**config.mk**
```make
export PLATFORM = sky130hd
export DESIGN_NAME = button_debounce_press_classifier
export DESIGN_NICKNAME = d
export VERILOG_FILES = /design/src/rtl/bdpc_pkg.sv /design/src/rtl/button_debounce_press_classifier.sv
export VERILOG_INCLUDE_DIRS = /design/src /design/src/rtl
export SDC_FILE = /design/constraint.sdc
export NUM_CORES = 1
export LEC_CHECK = 0
export ABC_CLOCK_PERIOD_IN_PS = 9500
export BUFFER_PORTS_ARGS = -buffer_cell sky130_fd_sc_hd__buf_2
export CAP_MARGIN = 10
export CORE_ASPECT_RATIO = 0.75
export CORE_MARGIN = 10
export CORE_UTILIZATION = 49
export DETAILED_ROUTE_END_ITERATION = 10
export GPL_TIMING_DRIVEN = 0
export PLACE_DENSITY_LB_ADDON = 0.08
export SYNTH_ARGS = -nofsm -noshare
export SYNTH_HDL_FRONTEND = slang
export SYNTH_SLANG_ARGS = --single-unit
export TNS_END_PERCENT = 1
```
**constraint.sdc**
```tcl
create_clock -name clk -period 9.5 [get_ports clk]
set_input_delay 1.425 -clock clk [delete_from_list [all_inputs] [get_ports clk]]
set_output_delay 1.425 -clock clk [all_outputs]
set_load 0.05 [all_outputs]
```
**src/rtl/button_debounce_press_classifier_defines.svh**
```systemverilog
// ----------------------------------------------------------------------------
// Button debounce press classifier assertion macros
// Concurrent assertion helpers, sampled on clk and disabled while rst_n is low.
// ----------------------------------------------------------------------------
`ifndef BUTTON_DEBOUNCE_PRESS_CLASSIFIER_DEFINES_SVH
`define BUTTON_DEBOUNCE_PRESS_CLASSIFIER_DEFINES_SVH

`ifndef SYNTHESIS
`define BDPC_ASSERT_IMP(lbl, ante, cons) \
  lbl: assert property (@(posedge clk) disable iff (!rst_n) (ante) |-> (cons)) \
    else $error("bdpc: same-cycle check failed");
`define BDPC_ASSERT_NXT(lbl, ante, cons) \
  lbl: assert property (@(posedge clk) disable iff (!rst_n) (ante) |=> (cons)) \
    else $error("bdpc: next-cycle check failed");
`else
`define BDPC_ASSERT_IMP(lbl, ante, cons)
`define BDPC_ASSERT_NXT(lbl, ante, cons)
`endif

`endif

```
**src/rtl/bdpc_pkg.sv**
```systemverilog
// ----------------------------------------------------------------------------
// Button debounce press classifier package
// Counter widths, event codes and register map.
// ----------------------------------------------------------------------------
`timescale 1ns / 1ps

package bdpc_pkg;

  localparam int unsigned TICK_COUNTER_BITS = 16;
  localparam int unsigned THR_BITS          = 16;
  localparam int unsigned CMP_BITS          =
    (TICK_COUNTER_BITS > THR_BITS) ? TICK_COUNTER_BITS : THR_BITS;

  typedef logic [TICK_COUNTER_BITS-1:0] hold_t;
  typedef logic [THR_BITS-1:0]          thr_t;
  typedef logic [CMP_BITS-1:0]          cmp_t;

  localparam int unsigned ADDR_BITS = 5;
  typedef logic [2:0] reg_idx_t;

  localparam reg_idx_t REG_ACTIVE_LEVEL   = 3'd0;
  localparam reg_idx_t REG_ENABLE         = 3'd1;
  localparam reg_idx_t REG_DEBOUNCE_TICKS = 3'd2;
  localparam reg_idx_t REG_POLL_TICKS     = 3'd3;
  localparam reg_idx_t REG_SHORT_MAX      = 3'd4;
  localparam reg_idx_t REG_LONG_MIN       = 3'd5;
  localparam reg_idx_t REG_EXTENDED_MIN   = 3'd6;

  typedef enum logic [2:0] {
    EV_NONE         = 3'd0,
    EV_SHORT        = 3'd1,
    EV_LONG_START   = 3'd2,
    EV_LONG_RELEASE = 3'd3,
    EV_EXT_START    = 3'd4,
    EV_EXT_RELEASE  = 3'd5
  } event_t;

endpackage

```
**src/rtl/button_debounce_press_classifier.sv**
```systemverilog
// ----------------------------------------------------------------------------
// Button debounce press classifier
// Result: held in the state and event registers, which load on item accept.
// Throughput: 1 item per cycle; the next item is taken while out_ready is high or no result is held.
// Reset: sync active low; idle, counters cleared, disabled, default thresholds.
// ----------------------------------------------------------------------------
`timescale 1ns / 1ps
`include "button_debounce_press_classifier_defines.svh"

module button_debounce_press_classifier (
  input  logic                           clk,
  input  logic                           rst_n,
  input  logic                           in_valid,
  output logic                           in_ready,
  input  logic                           in_pin_level,
  output logic                           out_valid,
  input  logic                           out_ready,
  output logic [2:0]                     out_event_code,
  output logic                           out_pressed,
  output logic [2:0]                     out_machine_state,
  input  logic                           psel,
  input  logic                           penable,
  input  logic                           pwrite,
  input  logic [bdpc_pkg::ADDR_BITS-1:0] paddr,
  input  logic [31:0]                    pwdata,
  output logic [31:0]                    prdata,
  output logic                           pready
);

  typedef enum logic [2:0] {
    ST_IDLE        = 3'd0,
    ST_DEB_PRESS   = 3'd1,
    ST_PRESSED     = 3'd2,
    ST_LONG        = 3'd3,
    ST_EXTENDED    = 3'd4,
    ST_DEB_RELEASE = 3'd5
  } state_t;

  logic               active_level_r;
  logic               enable_r;
  bdpc_pkg::thr_t     debounce_r;
  bdpc_pkg::thr_t     poll_r;
  bdpc_pkg::thr_t     short_max_r;
  bdpc_pkg::thr_t     long_min_r;
  bdpc_pkg::thr_t     ext_min_r;

  state_t             state_r, state_nxt;
  logic [15:0]        wait_r, wait_nxt;
  bdpc_pkg::hold_t    hold_r, hold_nxt;
  logic               prev_r, prev_nxt;
  logic               pressed_r, pressed_nxt;
  bdpc_pkg::event_t   event_r, event_nxt;
  logic               out_valid_r;

  logic               accept;
  logic               cfg_wr;
  logic               pin_edge;
  logic               pin_active;
  logic               held;
  logic [15:0]        wait_inc;
  logic [15:0]        dwait;
  logic [15:0]        pwait;
  bdpc_pkg::hold_t    hold_inc;
  bdpc_pkg::cmp_t     hold_cmp;
  logic               ge_long;
  logic               ge_ext;
  logic               lt_short;

  assign in_ready  = !out_valid_r || out_ready;
  assign accept    = in_valid && in_ready;
  assign cfg_wr    = psel && penable && pwrite;
  assign pready    = 1'b1;

  assign out_valid         = out_valid_r;
  assign out_event_code    = event_r;
  assign out_pressed       = pressed_r;
  assign out_machine_state = state_r;

  always_comb begin
    unique case (paddr[4:2])
      bdpc_pkg::REG_ACTIVE_LEVEL:   prdata = {31'd0, active_level_r};
      bdpc_pkg::REG_ENABLE:         prdata = {31'd0, enable_r};
      bdpc_pkg::REG_DEBOUNCE_TICKS: prdata = {16'd0, debounce_r};
      bdpc_pkg::REG_POLL_TICKS:     prdata = {16'd0, poll_r};
      bdpc_pkg::REG_SHORT_MAX:      prdata = {16'd0, short_max_r};
      bdpc_pkg::REG_LONG_MIN:       prdata = {16'd0, long_min_r};
      bdpc_pkg::REG_EXTENDED_MIN:   prdata = {16'd0, ext_min_r};
      default:                      prdata = 32'd0;
    endcase
  end

  assign pin_edge   = in_pin_level != prev_r;
  assign pin_active = in_pin_level == active_level_r;
  assign held       = (state_r == ST_PRESSED) || (state_r == ST_LONG) ||
                      (state_r == ST_EXTENDED) || (state_r == ST_DEB_RELEASE);
  assign wait_inc   = (wait_r == 16'hFFFF) ? wait_r : wait_r + 16'd1;
  assign dwait      = (debounce_r == 16'd0) ? 16'd1 : debounce_r;
  assign pwait      = (poll_r == 16'd0) ? 16'd1 : poll_r;
  assign hold_inc   = (held && (hold_r != '1)) ? hold_r + 1'b1 : hold_r;
  assign hold_cmp   = bdpc_pkg::cmp_t'(hold_inc);
  assign ge_long    = hold_cmp >= bdpc_pkg::cmp_t'(long_min_r);
  assign ge_ext     = hold_cmp >= bdpc_pkg::cmp_t'(ext_min_r);
  assign lt_short   = hold_cmp <  bdpc_pkg::cmp_t'(short_max_r);

  always_comb begin
    state_nxt   = state_r;
    wait_nxt    = wait_r;
    hold_nxt    = hold_r;
    prev_nxt    = in_pin_level;
    pressed_nxt = pressed_r;
    event_nxt   = bdpc_pkg::EV_NONE;
    if (!enable_r) begin
      state_nxt   = ST_IDLE;
      pressed_nxt = 1'b0;
      wait_nxt    = 16'd0;
      hold_nxt    = '0;
    end else begin
      hold_nxt = hold_inc;
      unique case (state_r) inside
        ST_IDLE: begin
          if (pin_edge) begin
            state_nxt = ST_DEB_PRESS;
            wait_nxt  = 16'd0;
          end
        end
        ST_DEB_PRESS, ST_DEB_RELEASE: begin
          if (pin_edge) begin
            wait_nxt = 16'd0;
          end else if (wait_inc < dwait) begin
            wait_nxt = wait_inc;
          end else begin
            wait_nxt = 16'd0;
            if (state_r == ST_DEB_PRESS) begin
              if (pin_active) begin
                pressed_nxt = 1'b1;
                hold_nxt    = '0;
                state_nxt   = ST_PRESSED;
              end else begin
                state_nxt = ST_IDLE;
              end
            end else if (!pin_active) begin
              pressed_nxt = 1'b0;
              state_nxt   = ST_IDLE;
              if (lt_short) begin
                event_nxt = bdpc_pkg::EV_SHORT;
              end else if (ge_ext) begin
                event_nxt = bdpc_pkg::EV_EXT_RELEASE;
              end else if (ge_long) begin
                event_nxt = bdpc_pkg::EV_LONG_RELEASE;
              end
            end else if (ge_ext) begin
              state_nxt = ST_EXTENDED;
            end else if (ge_long) begin
              state_nxt = ST_LONG;
            end else begin
              state_nxt = ST_PRESSED;
            end
          end
        end
        ST_PRESSED, ST_LONG, ST_EXTENDED: begin
          if (!pin_edge && (wait_inc < pwait)) begin
            wait_nxt = wait_inc;
          end else begin
            wait_nxt = 16'd0;
            if (!pin_active) begin
              state_nxt = ST_DEB_RELEASE;
            end else if ((state_r == ST_PRESSED) && ge_long) begin
              state_nxt = ST_LONG;
              event_nxt = bdpc_pkg::EV_LONG_START;
            end else if ((state_r == ST_LONG) && ge_ext) begin
              state_nxt = ST_EXTENDED;
              event_nxt = bdpc_pkg::EV_EXT_START;
            end
          end
        end
        default: begin
          state_nxt   = ST_IDLE;
          pressed_nxt = 1'b0;
        end
      endcase
    end
  end

  always_ff @(posedge clk) begin
    if (!rst_n) begin
      active_level_r <= 1'b0;
      enable_r       <= 1'b0;
      debounce_r     <= 16'd50;
      poll_r         <= 16'd10;
      short_max_r    <= 16'd500;
      long_min_r     <= 16'd1000;
      ext_min_r      <= 16'd5000;
    end else if (cfg_wr) begin
      unique case (paddr[4:2])
        bdpc_pkg::REG_ACTIVE_LEVEL:   active_level_r <= pwdata[0];
        bdpc_pkg::REG_ENABLE:         enable_r       <= pwdata[0];
        bdpc_pkg::REG_DEBOUNCE_TICKS: debounce_r     <= pwdata[15:0];
        bdpc_pkg::REG_POLL_TICKS:     poll_r         <= pwdata[15:0];
        bdpc_pkg::REG_SHORT_MAX:      short_max_r    <= pwdata[15:0];
        bdpc_pkg::REG_LONG_MIN:       long_min_r     <= pwdata[15:0];
        bdpc_pkg::REG_EXTENDED_MIN:   ext_min_r      <= pwdata[15:0];
        default: ;
      endcase
    end
  end

  always_ff @(posedge clk) begin
    if (!rst_n) begin
      state_r     <= ST_IDLE;
      wait_r      <= 16'd0;
      hold_r      <= '0;
      prev_r      <= 1'b1;
      pressed_r   <= 1'b0;
      event_r     <= bdpc_pkg::EV_NONE;
      out_valid_r <= 1'b0;
    end else begin
      if (accept) begin
        state_r   <= state_nxt;
        wait_r    <= wait_nxt;
        hold_r    <= hold_nxt;
        prev_r    <= prev_nxt;
        pressed_r <= pressed_nxt;
        event_r   <= event_nxt;
      end
      if (accept) begin
        out_valid_r <= 1'b1;
      end else if (out_ready) begin
        out_valid_r <= 1'b0;
      end
    end
  end

  `BDPC_ASSERT_IMP(a_pressed_matches_state, out_valid, out_pressed == held)
  `BDPC_ASSERT_IMP(a_release_goes_idle, out_valid && ((out_event_code == bdpc_pkg::EV_SHORT) || (out_event_code == bdpc_pkg::EV_LONG_RELEASE) || (out_event_code == bdpc_pkg::EV_EXT_RELEASE)), (state_r == ST_IDLE) && !pressed_r)
  `BDPC_ASSERT_NXT(a_disabled_idles, accept && !enable_r, out_valid && (state_r == ST_IDLE) && (event_r == bdpc_pkg::EV_NONE))

endmodule

```
==> impl_metrics.py, run 1 <==
metrics = {
    "power": {
        "p_int_mw": 0.9576,
        "pwr-share-clk_pct": 50.8,
        "power_leakage_nw": 3.868,
        "seq_power_share_pct": 40.2,
        "finalPower_mw": 1.300,
        "power_switching_mw": 0.3428,
        "netSwitchingFraction_pct": 26.36,
        "pwr_density_cell_mw_per_mm2": 139.6,
        "combPwrFrac_pct": 9.0,
        "ir_drop_uv": 95.21,
    },
    "timing": {
        "rsz0062_at_grt": "no",
        "hold_viol": 0,
        "setup_violations": 0,
        "relSlewSlack_pct": 37.64,
        "max_freq_mhz": 194.0,
        "finalSetupTns_ns": 0,
        "worst_pin_slew_ns": 0.9282,
        "fin_crit_sh_pct": 54.25,
        "drv_slew": 0,
        "min_period_ns": 5.153,
        "setup_slack_ns": 4.347,
        "fin_skew_ns": 0.007047,
    },
    "clock_network": {
        "cts_setup_buffers": 0,
        "cts_tree": "yes",
        "cts_max_level": 4,
        "cts-root-buf": "clkbuf_16",
        "clockBufferDepth": 2,
        "path_clk_slew_ns": 0.06,
        "cts-resized-gates": 0,
        "hold_buffers": 0,
        "clock_latency_ns": 0.43,
        "cts_sinks": 123,
        "cts_buffers": 17,
    },
    "critical_path": {
        "arrival_ns": 3.73,
        "cp-end-kind": "primary output",
        "path_cells": "buf_2 > buf_1 > nor3b_1 > clkbuf_1 > a221o_1 > buf_2",
        "worstSetupStartpointType": "input pin",
        "path_buf_inv": 4,
        "critPathMostFrequentCell": "buf_2",
        "critical-path-slowest-cell": "nor3b_1",
        "critPathMaxStageDelay_ns": 0.68,
        "crit_family": "buffers and inverters",
        "path_class": "in -> out",
        "required_ns": 8.08,
        "path_max_fanout": 10,
    },
    "cells_and_area": {
        "n_fill_cell": 1541,
        "drive_gt1_share_pct": 9.644,
        "final_core_util_pct": 57.63,
        "nets": 1263,
        "stdcell_count": 1362,
        "areaGrowthSynthToFinish_pct": 14.27,
    },
    "floorplanning": {
        "dieHeight_um": 131.7,
        "core_area_mm2": 0.01617,
        "dieArea_mm2": 0.02225,
        "fp.dieW_um": 168.9,
        "rows": 40,
        "start_util_pct": 50.43,
        "io_pins": 87,
    },
    "route": {
        "drt_wl_total_um": 26410,
        "vias_per_cell": 5.839,
        "drc_errors": 0,
        "route.vias.total": 7953,
        "dr.first_iter.drc_count": 797,
        "firstDrtPassIters": 5,
        "ant_nets": 0,
        "wire_per_inst_um": 19.39,
    },
    "place": {
        "dp.final_hpwl_um": 20480,
        "portBuffers": 49,
        "gp_congestion": 0.9776,
        "dp_worst_setup_slack_ns": 4.416,
        "dpl.cell_count": 1328,
    },
    "synthesis": {
        "async_flop_share_pct": 0,
        "syn_avg_cell_area_um2": 7.735,
        "synth_edf_count": 0,
        "netlist_area_mm2": 0.008153,
        "ys_warn_count": 0,
        "ys_seq_area_share_pct": 30.20,
        "ys_types": 62,
        "ys.flop_type": "dfxtp_1",
        "ys_ff_latch": 123,
        "syn-instance-count": 1054,
    },
    "worst_hold_path": {
        "holdCritPathClass": "reg -> reg",
    },
    "grt": {
        "grt_max_degree": 17,
        "grt.total_usage_pct": 23.24,
        "grt-ovfl-total": 0,
        "antenna_found_initial": 1,
        "grt_pass1_wl_um": 41060,
        "first_global_vias": 7324,
    },
    "job": {
        "max-cap-violations": 0,
    },
    "status": {
        "outcome": "completed",
    },
}
-- cell families after synthesis --
group	share of synthesized area, %
compound gates	21.38
buf+inv	8.195
other cells	0.09212
mux	2.578
flops	30.20
xor+xnor	3.330
simple gates	21.95
fa+ha+maj	12.28
-- worst reg2reg max path, stage by stage (launching register included) --
cell      delay, ns
dfxtp_1        0.43
ha_1           0.35
nand4_2        0.18
nor4_4         0.53
or2_2          0.20
clkbuf_1       0.25
nor2_1         0.12
xor2_1         0.48
ha_1           0.35
a21oi_1        0.14
nor2_1         0.05
a211oi_1       0.36
o211ai_1       0.24
a31oi_1        0.40
a32o_2         0.20
buf_6          0.14
buf_8          0.14
nand4b_1       0.10
a31oi_1        0.16
-- cells in the final DEF, fill, tap and decap left out, types with 4 or more instances in the layout --
master     synthesis  routed
o21ai_0           19      19
nand4_1           17      17
nand3_1           30      30
clkbuf_16          0      17
a31oi_1            5       5
mux2i_1           21      21
nor3_1            14      14
a21o_1            10      10
buf_2              3      53
dfxtp_1          123     123
nand2b_1           7       7
xor2_1            13      13
inv_1             87      87
a211oi_1           7       7
or3_1              8       8
nor4_1            15      15
and2_1             6       6
a21oi_1           90      90
buf_1              4       4
and3_1             4       4
clkbuf_1          41      44
nand2_1          207     207
nor2_1            50      50
buf_4             17      17
a32o_1             4       4
a221o_1           15      15
a22o_1            24      24
a32oi_1           13      13
nor2b_1           15      15
conb_1             2      17
xnor2_1           18      18
a21boi_0           4       4
ha_1              80      80
o211ai_1          33      33
-- layer usage --
| layer | vias up | share of wire (%) | GRT usage (%) |
|---|---|---|---|
| met4 | 0 | 1.4 | 6.226 |
| met1 | 3687 | 48 | 34.90 |
| met5 | - | 0 | 0 |
| met3 | 32 | 11 | 6.615 |
| li1 | 3868 | - | - |
| met2 | 366 | 40 | 30.95 |
-- synthesized netlist by cell type (17+ instances only) --
master    number  area share, %
nand2_1      207            9.5
dfxtp_1      123             30
a21oi_1       90            5.5
inv_1         87            4.0
ha_1          80             12
nor2_1        50            2.3
clkbuf_1      41            1.9
o211ai_1      33            3.0
nand3_1       30            1.8
a22o_1        24            2.6
mux2i_1       21            2.6
o21ai_0       19            1.2
xnor2_1       18            1.9
buf_4         17            1.6
nand4_1       17            1.3
-- area by class of cell --
type	instances	area, µm²	area share (%)
Inverter	88	330.3	3.546
Sequential cell	123	2462	26.43
Antenna cell	1	2.502	0.02686
Tap cell	210	262.8	2.820
Multi-Input combinational cell	791	5079	54.51
Clock buffer	23	478.0	5.130
Buffer	67	337.8	3.626
Timing Repair Buffer	50	250.2	2.686
Clock inverter	9	113.9	1.222
-- final timing paths --
check             startpoint         end  slack, ns  cells past startpoint
setup / recovery    paddr[2]  prdata[13]       4.35                      6
hold / removal    hold_r[15]  hold_r[15]       0.47                      1
setup reg to reg   wait_r[0]  wait_r[10]       4.61                     18
hold reg to reg   hold_r[15]  hold_r[15]       0.47                      1
-- flip-flops by register name, summed over array words and instances, names as in the netlist --
| signal | cells |
|---|---|
| prev_r | 1 |
| out_machine_state | 3 |
| out_valid | 1 |
| out_event_code | 3 |
| poll_r | 16 |
| enable_r | 1 |
| ext_min_r | 16 |
| hold_r | 16 |
| out_pressed | 1 |
| wait_r | 16 |
| long_min_r | 16 |
| short_max_r | 16 |
| active_level_r | 1 |
| debounce_r | 16 |
-- power by group through the flow --
stage / Combinational (mW) / Clock, mW / Sequential, mW
after floorplan: 0.0774 / 0 / 0.534
after global placement: 0.115 / 0 / 0.534
after detailed placement: 0.115 / 0 / 0.534
after CTS: 0.115 / 0.663 / 0.523
after global routing: 0.124 / 0.690 / 0.523
final: 0.118 / 0.660 / 0.523
-- through the flow --
step                hold slack [ns]  instance area, µm²
CTS                          0.4740                9309
global placement             0.4579                8717
detailed placement           0.4588                8717
finish                       0.4702                9316
floorplan                    0.4422                8209
global route                 0.4961                9316
Note: power is estimated with default switching activity, not from simulation.
==> inputs of run 2 (changes only) <==
--- a/config.mk
+++ b/config.mk
@@ -6,7 +6,8 @@
 export SDC_FILE = /design/constraint.sdc
 export NUM_CORES = 1
 export LEC_CHECK = 0
-export ABC_CLOCK_PERIOD_IN_PS = 9500
+export ABC_AREA = 1
+export ABC_CLOCK_PERIOD_IN_PS = 4800
 export BUFFER_PORTS_ARGS = -buffer_cell sky130_fd_sc_hd__buf_2
 export CAP_MARGIN = 10
 export CORE_ASPECT_RATIO = 0.75
==> constraint.sdc (replaced) <==
create_clock -name clk -period 4.8 [get_ports clk]
set_input_delay 0.72 -clock clk [delete_from_list [all_inputs] [get_ports clk]]
set_output_delay 0.72 -clock clk [all_outputs]
set_load 0.05 [all_outputs]
==> impl_metrics.py, run 2 <==
metrics = {
    "status": {
        "outcome": "completed",
    },
    "grt": {
        "grt-ovfl-total": 0,
        "first_global_vias": 7172,
        "grt_pass1_wl_um": 39590,
        "grt.total_usage_pct": 22.87,
        "antenna_found_initial": 0,
        "grt_max_degree": 17,
    },
    "route": {
        "ant_nets": 0,
        "route.vias.total": 7963,
        "drt_wl_total_um": 25380,
        "wl_met3_um": 2456,
        "dr.first_iter.drc_count": 838,
        "wire_per_inst_um": 17.46,
        "firstDrtPassIters": 5,
        "vias_per_cell": 5.477,
        "wl_met1_um": 12600,
        "met2_length_um": 9934,
        "highest_layer": "met4",
        "drc_errors": 0,
    },
    "power": {
        "finalPower_mw": 2.710,
        "ir_drop_uv": 248.5,
        "power_leakage_nw": 4.182,
        "pwr_density_cell_mw_per_mm2": 293.8,
    },
    "timing": {
        "fin_skew_ns": 0.009387,
        "min_period_ns": 4.408,
        "hold_viol": 0,
        "max_freq_mhz": 226.9,
        "setup_violations": 0,
        "drv_slew": 0,
        "fin_crit_sh_pct": 91.83,
        "rsz0062_at_grt": "no",
        "finalSetupTns_ns": 0,
        "relSlewSlack_pct": 34.36,
        "worst_pin_slew_ns": 0.9847,
    },
    "synthesis": {
        "synth_edf_count": 0,
        "syn_avg_cell_area_um2": 6.977,
        "synth.top_cell.area_share_pct": 30.77,
        "yosysTopAreaCell": "dfxtp_1",
        "netlist_area_mm2": 0.008003,
        "ys_seq_area_share_pct": 30.77,
        "ys_ff_latch": 123,
        "ys_top_cells_by_area": "dfxtp_1 31%, ha_1 13%, a21oi_1 9.4%, nand2_1 8.5%, inv_1 7.7%",
        "synth.most_common_cell": "nand2_1",
        "async_flop_share_pct": 0,
        "syn-instance-count": 1147,
        "ys.flop_type": "dfxtp_1",
        "synth_commonest_cells": "181 x nand2_1, 165 x inv_1, 151 x a21oi_1, 123 x dfxtp_1, 100 x o21ai_0",
        "ys_types": 41,
        "ys_warn_count": 0,
    },
    "floorplanning": {
        "fp.dieW_um": 167.6,
        "core_area_mm2": 0.01602,
        "start_util_pct": 49.97,
        "dieArea_mm2": 0.02190,
        "rows": 40,
        "dieHeight_um": 130.7,
        "io_pins": 87,
    },
    "clock_network": {
        "cts_sinks": 123,
        "hold_buffers": 0,
        "cts_max_level": 4,
        "clock_latency_ns": 0.43,
        "cts_tree": "yes",
        "path_clk_slew_ns": 0.06,
        "cts_buffers": 17,
        "clockBufferDepth": 2,
        "cts-root-buf": "clkbuf_16",
    },
    "place": {
        "dp.final_hpwl_um": 20090,
        "portBuffers": 51,
        "placed_cell_area_mm2": 0.008577,
        "gp_congestion": 0.9668,
    },
    "critical_path": {
        "cp-end-kind": "register",
        "reg2reg_slack_ns": 0.39,
        "path_class": "reg -> reg",
        "path_max_fanout": 6,
        "arrival_ns": 4.74,
        "critPathMaxStageDelay_ns": 0.33,
        "critPathMostFrequentCell": "nand2_1",
        "critical-path-slowest-cell": "dfxtp_1",
        "worstSetupStartpointType": "register",
        "path_buf_inv": 3,
        "required_ns": 5.13,
        "crit_family": "simple AND/OR/NAND/NOR gates",
    },
    "cells_and_area": {
        "areaGrowthSynthToFinish_pct": 15.23,
        "drive_gt1_share_pct": 11.50,
        "final_core_util_pct": 57.58,
        "final_common_cell": "nand2_1",
        "nets": 1357,
        "final_cell_mix": "181 x nand2_1, 165 x inv_1, 151 x a21oi_1",
        "fin_area_mm2": 0.009221,
        "antenna_cells": 0,
    },
    "job": {
        "max-cap-violations": 0,
    },
    "worst_hold_path": {
        "holdCritPathClass": "reg -> reg",
    },
}
==> run 2: cell types whose count changed in the layout (fill, tap and decap cells not counted), sizes merged, moves of 13 or more <==
cell / change
nor2b: -15
nor2: +46
a32oi: -13
o21ai: +81
a21oi: +70
mux2i: -21
o22ai: +16
inv: +81
o211ai: -27
a22o: -24
a221o: -15
nor4: -16
==> run 2: path summary, 6_finish.rpt <==
path / from / endpoint / cells past startpoint
min: out_pressed / out_pressed / 2
max: hold_r[0] / out_machine_state[1] / 28
min reg2reg: out_pressed / out_pressed / 2
max reg2reg: hold_r[0] / out_machine_state[1] / 28
==> run 2: repair_timing <==
action	4_1_cts	5_1_grt
resized for setup	0	5
endpoints found under the setup margin	0	5
setup buffers	0	0
==> run 2: per-stage QoR <==
stage          hold slack (ns)  worst slack (ns)  instances
3_5_place_dp            0.4455            0.2525       1423
4_1_cts                 0.4538            0.2359       1454
6_report                0.4469            0.3922       1454
3_3_place_gp            0.4345            0.3269       1423
2_1_floorplan           0.4495             1.094       1162
5_1_grt                 0.4783           0.01520       1454
==> run 2: where the power goes <==
group / leakage [nW] / total, mW / internal, mW / switching, mW
combinational: 2.88 / 0.288 / 0.0710 / 0.217
sequential: 0.994 / 1.04 / 1.03 / 0.00735
clock: 0.305 / 1.38 / 0.895 / 0.485
==> run 2: layer usage <==
metal	up-vias	global-route usage [%]
li1	3975	-
met1	3647	33.76
met2	312	31.65
met3	29	5.700
met4	0	6.997
met5	-	0
==> run 2: cell families (layout without fill, tap and decap cells) <==
kind of cell	Yosys count	count (layout)	synth area share (%)
AOI/OAI and AO/OA	317	317	22.11
xor gates and xnor gates	23	23	2.611
adders and majority gates	80	80	12.51
buffers and inverters	224	306	11.49
DFF	123	123	30.77
other	2	17	0.09384
and+or+nand+nor	378	378	20.42
==> run 2: worst register-to-register path: cells and delay by family, from the launching register on <==
kind,cells,cell delay (ns)
DFF,1,0.33
xor gates and xnor gates,1,0.32
AOI/OAI and AO/OA,4,0.67
and+or+nand+nor,18,2.14
buffers and inverters,3,0.32
adders and majority gates,2,0.52
==> run 2: final cells by class <==
| class | instances | area [µm²] |
|---|---|---|
| Tap cell | 210 | 262.8 |
| Sequential cell | 123 | 2462 |
| Inverter | 172 | 645.6 |
| Clock inverter | 6 | 107.6 |
| Clock buffer | 25 | 515.5 |
| Timing Repair Buffer | 51 | 255.2 |
| Buffer | 52 | 274.0 |
| Fill cell | 1589 | 6794 |
| Multi-Input combinational cell | 815 | 4698 |
